<file path="src/rtl/core/fba_pkg.sv">
// Shared types and constants of the frame bitmap allocator.
package fba_pkg;

	localparam int MODE_W   = 2;
	localparam int FRAME_W  = 12;
	localparam int ADDR_W   = 24;
	localparam int STATUS_W = 2;
	localparam int WORD_W   = 32;
	localparam int BIT_W    = 5;
	localparam int FRAME_LIMIT = 4096;

	localparam logic [WORD_W-1:0] FULL_WORD = 32'hffff_ffff;

	localparam logic [MODE_W-1:0] MODE_ALLOC = 2'd0;
	localparam logic [MODE_W-1:0] MODE_FREE  = 2'd1;
	localparam logic [MODE_W-1:0] MODE_TEST  = 2'd2;

	localparam logic [STATUS_W-1:0] ST_OK     = 2'd0;
	localparam logic [STATUS_W-1:0] ST_MAPPED = 2'd1;
	localparam logic [STATUS_W-1:0] ST_FULL   = 2'd2;
	localparam logic [STATUS_W-1:0] ST_ABSENT = 2'd3;

	typedef enum logic [2:0] {
		RES_NONE   = 3'd0,
		RES_MAPPED = 3'd1,
		RES_FULL   = 3'd2,
		RES_ALLOC  = 3'd3,
		RES_FREED  = 3'd4,
		RES_ABSENT = 3'd5,
		RES_TEST   = 3'd6
	} res_kind_t;

	typedef struct packed {
		logic      ld;
		logic      clr_step;
		logic      scan_step;
		logic      alloc_wr;
		logic      free_rd;
		logic      free_wr;
		logic      div;
		logic      test_rd;
		logic      res_ld;
		res_kind_t res_kind;
		logic      out_ld;
	} cmd_t;

	typedef struct packed {
		logic [MODE_W-1:0] mode;
		logic              pframe_nz;
		logic              present;
		logic              scan_hit;
		logic              scan_fit;
		logic              scan_last;
		logic              clr_last;
		logic              out_free;
	} stat_t;

endpackage

</file>
<file path="src/rtl/core/fba_ctrl.sv">
// Sequencer of the frame bitmap allocator: clearing pass, scan, free and test steps.
module fba_ctrl (
	input  logic           clk,
	input  logic           arst_n,
	input  logic           req_valid,
	output logic           req_stall,
	input  fba_pkg::stat_t st,
	output fba_pkg::cmd_t  cmd
);
	import fba_pkg::*;

	typedef enum logic [9:0] {
		S_CLEAR    = 10'b00_0000_0001,
		S_IDLE     = 10'b00_0000_0010,
		S_DISPATCH = 10'b00_0000_0100,
		S_SCAN     = 10'b00_0000_1000,
		S_FREE_RD  = 10'b00_0001_0000,
		S_FREE_WR  = 10'b00_0010_0000,
		S_TEST_DIV = 10'b00_0100_0000,
		S_TEST_RD  = 10'b00_1000_0000,
		S_TEST_BIT = 10'b01_0000_0000,
		S_RESP     = 10'b10_0000_0000
	} state_t;

	state_t state_q, state_d;

	assign req_stall = (state_q != S_IDLE);

	always_comb begin
		state_d = state_q;
		cmd     = '0;
		cmd.res_kind = RES_NONE;
		unique case (state_q)
			S_CLEAR: begin
				cmd.clr_step = 1'b1;
				if (st.clr_last) state_d = S_IDLE;
			end
			S_IDLE: begin
				if (req_valid) begin
					cmd.ld  = 1'b1;
					state_d = S_DISPATCH;
				end
			end
			S_DISPATCH: begin
				unique case (st.mode)
					MODE_ALLOC: begin
						if (st.pframe_nz) begin
							cmd.res_ld   = 1'b1;
							cmd.res_kind = RES_MAPPED;
							state_d      = S_RESP;
						end else begin
							state_d = S_SCAN;
						end
					end
					MODE_FREE: begin
						if (!st.present) begin
							cmd.res_ld   = 1'b1;
							cmd.res_kind = RES_ABSENT;
							state_d      = S_RESP;
						end else begin
							state_d = S_FREE_RD;
						end
					end
					MODE_TEST: state_d = S_TEST_DIV;
					default: begin
						cmd.res_ld   = 1'b1;
						cmd.res_kind = RES_NONE;
						state_d      = S_RESP;
					end
				endcase
			end
			S_SCAN: begin
				if (st.scan_hit) begin
					cmd.res_ld = 1'b1;
					if (st.scan_fit) begin
						cmd.alloc_wr = 1'b1;
						cmd.res_kind = RES_ALLOC;
					end else begin
						cmd.res_kind = RES_FULL;
					end
					state_d = S_RESP;
				end else if (st.scan_last) begin
					cmd.res_ld   = 1'b1;
					cmd.res_kind = RES_FULL;
					state_d      = S_RESP;
				end else begin
					cmd.scan_step = 1'b1;
				end
			end
			S_FREE_RD: begin
				cmd.free_rd = 1'b1;
				state_d     = S_FREE_WR;
			end
			S_FREE_WR: begin
				cmd.free_wr  = 1'b1;
				cmd.res_ld   = 1'b1;
				cmd.res_kind = RES_FREED;
				state_d      = S_RESP;
			end
			S_TEST_DIV: begin
				cmd.div = 1'b1;
				state_d = S_TEST_RD;
			end
			S_TEST_RD: begin
				cmd.test_rd = 1'b1;
				state_d     = S_TEST_BIT;
			end
			S_TEST_BIT: begin
				cmd.res_ld   = 1'b1;
				cmd.res_kind = RES_TEST;
				state_d      = S_RESP;
			end
			S_RESP: begin
				if (st.out_free) begin
					cmd.out_ld = 1'b1;
					state_d    = S_IDLE;
				end
			end
			default: state_d = S_IDLE;
		endcase
	end

	always_ff @(posedge clk or negedge arst_n) begin
		if (!arst_n) state_q <= S_CLEAR;
		else state_q <= state_d;
	end

	a_accept_dispatch: assert property (@(posedge clk) disable iff (!arst_n)
		(req_valid && !req_stall) |=> (state_q == S_DISPATCH))
		else $error("accepted item not dispatched");

	a_write_excl: assert property (@(posedge clk) disable iff (!arst_n)
		$onehot0({cmd.clr_step, cmd.alloc_wr, cmd.free_wr}))
		else $error("more than one bitmap write source");

	a_out_after_res: assert property (@(posedge clk) disable iff (!arst_n)
		cmd.out_ld |-> $past(state_q) == S_RESP || $past(cmd.res_ld))
		else $error("result sent without being formed");

endmodule

</file>
<file path="config.mk">
export PLATFORM = sky130hd
export DESIGN_NAME = fba_ctrl
export DESIGN_NICKNAME = d
export VERILOG_FILES = /design/src/rtl/core/fba_pkg.sv /design/src/rtl/core/fba_ctrl.sv
export SDC_FILE = /design/constraint.sdc
export NUM_CORES = 1
export LEC_CHECK = 0
export BUFFER_PORTS_ARGS = -buffer_cell sky130_fd_sc_hd__buf_2
export CAP_MARGIN = 25
export CORE_MARGIN = 4
export CORE_UTILIZATION = 49
export DETAILED_ROUTE_END_ITERATION = 8
export PLACE_DENSITY = 0.77
export SETUP_SLACK_MARGIN = 0.4
export SYNTH_ARGS = -nofsm -noshare
export SYNTH_HDL_FRONTEND = slang
export SYNTH_SLANG_ARGS = --single-unit
</file>
<file path="constraint.sdc">
create_clock -name clk -period 2.4 [get_ports clk]
set_clock_uncertainty 0.15 [all_clocks]
set_input_delay 0.12 -clock clk [delete_from_list [all_inputs] [get_ports clk]]
set_output_delay 0.12 -clock clk [all_outputs]
set_load 0.05 [all_outputs]
</file>
==> impl_metrics.ini, run 1 <==
[status]
outcome = did not finish
flow.stopped_at = global routing (5_1_grt)
first-error = [ERROR DPL-0038] Utilization greater than 100%, impossible to legalize

[yosys]
synth_simple_gate_area_share_pct = 44.2
yosysMostFrequentCell = nor3_1
syn_inst = 92
syn_nets = 104
synth_top_family_by_area = simple AND/OR/NAND/NOR gates
syn_area_um2 = 821
async_flop_share_pct = 100
ys_warn_count = 0
ys_seq_area_share_pct = 30.6
synth_area_leaders = dfrtp_1 27%, nor4_4 7.8%, nor3_1 6.7%
synth_ff_type = dfrtp_1
synth_edf_count = 0
synth_xor_area_share_pct = 3.20
syn_area_per_cell_um2 = 8.92
synthTopCellsByCount = 11 x nor3_1, 9 x dfrtp_1, 9 x nor2_1
yosys_register_bits = 10
synth_compound_area_share_pct = 14.0
synthMuxAreaShare_pct = 1.37
synth_top_area_cell = dfrtp_1
synth_adder_area_share_pct = 0
yosysUniqueCellTypes = 35
synth_top_area_share_pct = 27.4

[grt]
grt_max_degree = 11

[sta]
crit_endpoint = cmd[4]
worst_endpoint_kind = top-level output

[die]
die_h_um = 48.9
start_util_pct = 53.2
die_w_um = 48.9
ioPinCount = 26
rows = 14

[placed_design]
port_buffers = 25
placed_cell_area_um2 = 975
dp_cells = 128
place_hpwl_mm = 1.57
place.gp.congestion = 0.796

[cts]
cts_buffers = 3
cts_sinks = 10
htreeDepth = 1
clock_path_buffers = 2
cts-root-buf = clkbuf_4
-- metrics by stage --
| step | worst slack [ps] | utilization (%) |
|---|---|---|
| after floorplan | 59.2 | - |
| after global placement | 385 | 63.2 |
| after detailed placement | 356 | 63.2 |
| after CTS | 269 | 89.6 |
-- cells by family after synthesis --
kind of cell	count (synthesis)
AOI/OAI and AO/OA	14
xor gates and xnor gates	3
buffers and inverters	10
DFF	10
muxes	1
and+or+nand+nor	54
-- what timing repair did --
action	in CTS
hold endpoints to repair	15
resized for setup	39
pin swaps	10
hold buffers	7
setup endpoints to repair	14
setup buffers	23
==> inputs of run 2 (changes only) <==
- CORE_AREA: default -> 4 4 65 67
- CORE_MARGIN: 4 -> default
- CORE_UTILIZATION: 49 -> default
- DIE_AREA: default -> 0 0 69 71
- PLACE_DENSITY: 0.77 -> default
- PLACE_DENSITY_LB_ADDON: default -> 0.15
- SETUP_SLACK_MARGIN: 0.4 -> default
==> run 2 against run 1 <==
Compared with the run above:
- the flow now finishes without violations
- synthesized area did not move
- synthesized cell count did not move
==> impl_metrics.ini, run 2 <==
[status]
outcome = finished clean

[worst_setup_path]
crit_fanout = 10
cp_data_required_time_ps = 2130
r2r_end = state_q[1]$_DFFE_PN0P_
reg2reg_slack_ps = 570
r2r_cells = 4
end_kind = output pin
timing.rr.start = state_q[8]$_DFFE_PN0P_
path_class = reg -> out
critical_path_arrival_ps = 2010
crit_path_start_kind = flip-flop

[routing]
detail-route-antenna-nets = 0
vias = 806
wl_per_cell_um = 12.7
dr.pass1.iters = 4
drcViolationCount = 0
wl_mm = 2.17
routed_via_density = 4.71
drt_iter0_drc = 33

[hold_path]
min_from = st[5]
whs_path_depth = 3
worstHoldEndpoint = state_q[4]$_DFFE_PN0P_
hold_class = in -> reg

[sta]
slew_headroom_pct = 72.9
layout_setup_ws_ps = 124
setup_viol = 0
drv_slew = 0
grt_setup_unrepaired = no
fmaxAchievable_ghz = 0.439
fin_tns_setup_ps = 0
fin_crit_sh_pct = 94.8
worstMarginPinSlew_ps = 406
report.final.hold_viol_count = 0
fin_crit_ps = 2280

[cells_and_area]
top_register = state_q
final_common_cell = buf_2
top_regs = state_q (10)
drive_above_1_share_pct = 33.3
antenna_cells = 0
largest_register_ffs = 10
areaGrowthSynthToFinish_pct = 34.1
design_area_um2 = 1100
nets = 136
layout_common_cells = 25 x buf_2, 11 x nor3_1, 9 x nor2_1, 9 x dfrtp_1, 6 x dlygate4sd3_1

[cts]
cts_buffers = 3
clkLatencyLatePin_ps = 240
htreeDepth = 1
cts-root-buf = clkbuf_8
cts_tree = yes
clock_path_buffers = 2
path_clk_slew_ps = 50
cts_sinks = 10

[yosys]
ys_warn_count = 0
synth_edf_count = 0
syn_area_um2 = 821
async_flop_share_pct = 100
syn_area_per_cell_um2 = 8.92
synth_ff_type = dfrtp_1
synthTopCellsByCount = 11 x nor3_1, 9 x dfrtp_1, 9 x nor2_1
syn_inst = 92
yosysUniqueCellTypes = 35
synth_top_area_cell = dfrtp_1
synth_area_leaders = dfrtp_1 27%, nor4_4 7.8%, nor3_1 6.7%
yosysMostFrequentCell = nor3_1
synth_top_area_share_pct = 27.4
ys_seq_area_share_pct = 30.6
syn_nets = 104
yosys_register_bits = 10

[run]
maxCapViolations = 0

[die]
die_h_um = 71
die-area_um2 = 4900
die_w_um = 69
core_um2 = 3630
start_util_pct = 22.6
ioPinCount = 26
rows = 22

[grt]
grt_util_met1_pct = 11.8
busiest_layer = met2
grt_overflow = 0
grt_pass1_vias = 774
grt_util_met2_pct = 13.3
grt_antenna_before_repair = 0
track_usage_pct = 9.01
grt_max_degree = 11
met3_usage_pct = 2.70
grt_pass1_wl_mm = 3.56

[placed_design]
place.gp.congestion = 0.737
placed_cell_area_um2 = 986
port_buffers = 25
place_hpwl_mm = 1.72
place_ws_ps = 347

[power_and_ir_drop]
vdd_drop_max_mv = 0.231
powerDensity_nw_per_um2 = 819
power.leakage_nw = 0.524
[run 2: per-layer routing]
| layer | up-vias | wire, um |
|---|---|---|
| met3 | 2 | 140 |
| li1 | 403 | - |
| met5 | - | 0 |
| met2 | 27 | 922 |
| met1 | 374 | 1080 |
| met4 | 0 | 27 |
[run 2: cells by family after synthesis]
group           count (synthesis)  share of synthesized area (%)
compound gates                 14                           14.0
xor+xnor                        3                           3.20
mux                             1                           1.37
simple gates                   54                           44.2
buf+inv                        10                           6.55
flops                          10                           30.6
[run 2: report_power, final]
part | switching (mW) | internal, mW | total (mW)
logic | 0.286 | 0.182 | 0.468
registers | 0.0576 | 0.193 | 0.251
clock network | 0.0669 | 0.116 | 0.183
[run 2: cell type report]
cell class,count,area [um2]
multi-input cells,72,533
well taps,48,60.1
inverters,5,18.8
fillers,423,2530
flip-flops and latches,10,251
repair buffers,32,193
clock buffers,4,45.0
[run 2: how the worst max path moves through the flow]
stage / startpoint / end / slack [ps] / depth (start not counted)
2_1_floorplan: state_q[1]$_DFFE_PN0P_ / cmd[7] / 60 / 3
3_3_place_gp: state_q[1]$_DFFE_PN0P_ / cmd[5] / 330 / 5
3_5_place_dp: state_q[1]$_DFFE_PN0P_ / cmd[5] / 350 / 5
4_1_cts: state_q[7]$_DFFE_PN0P_ / cmd[4] / 90 / 4
5_1_grt: state_q[8]$_DFFE_PN0P_ / cmd[12] / 5 / 5
6_report: state_q[7]$_DFFE_PN0P_ / cmd[0] / 120 / 5
[run 2: through the flow]
| step | hold WS [ps] | power (mW) | utilization, % | cells |
|---|---|---|---|---|
| 2_1_floorplan | -326 | 0.606 | - | 92 |
| 3_3_place_gp | -145 | 0.707 | 27.1 | 160 |
| 3_5_place_dp | -142 | 0.705 | 27.1 | 160 |
| 4_1_cts | 10.9 | 0.900 | 30.0 | 170 |
| 5_1_grt | 40.2 | 0.969 | 30.3 | 171 |
| 6_report | 23.2 | 0.902 | 30.3 | 171 |
[run 2: critical path, stage by stage, from the launching register on]
cell and delay (ps):
dfrtp_1 480, or3_1 490, nor3_1 260, nand3_1 170, nor2_1 100, buf_2 270
[run 2: repair_timing]
action	CTS	global route
buffers inserted	0	1
endpoints found under the setup margin	0	4
hold buffers	6	0
endpoints found under the hold margin	15	0
resized for setup	0	1
No activity file was read; power rests on OpenSTA's default activity.
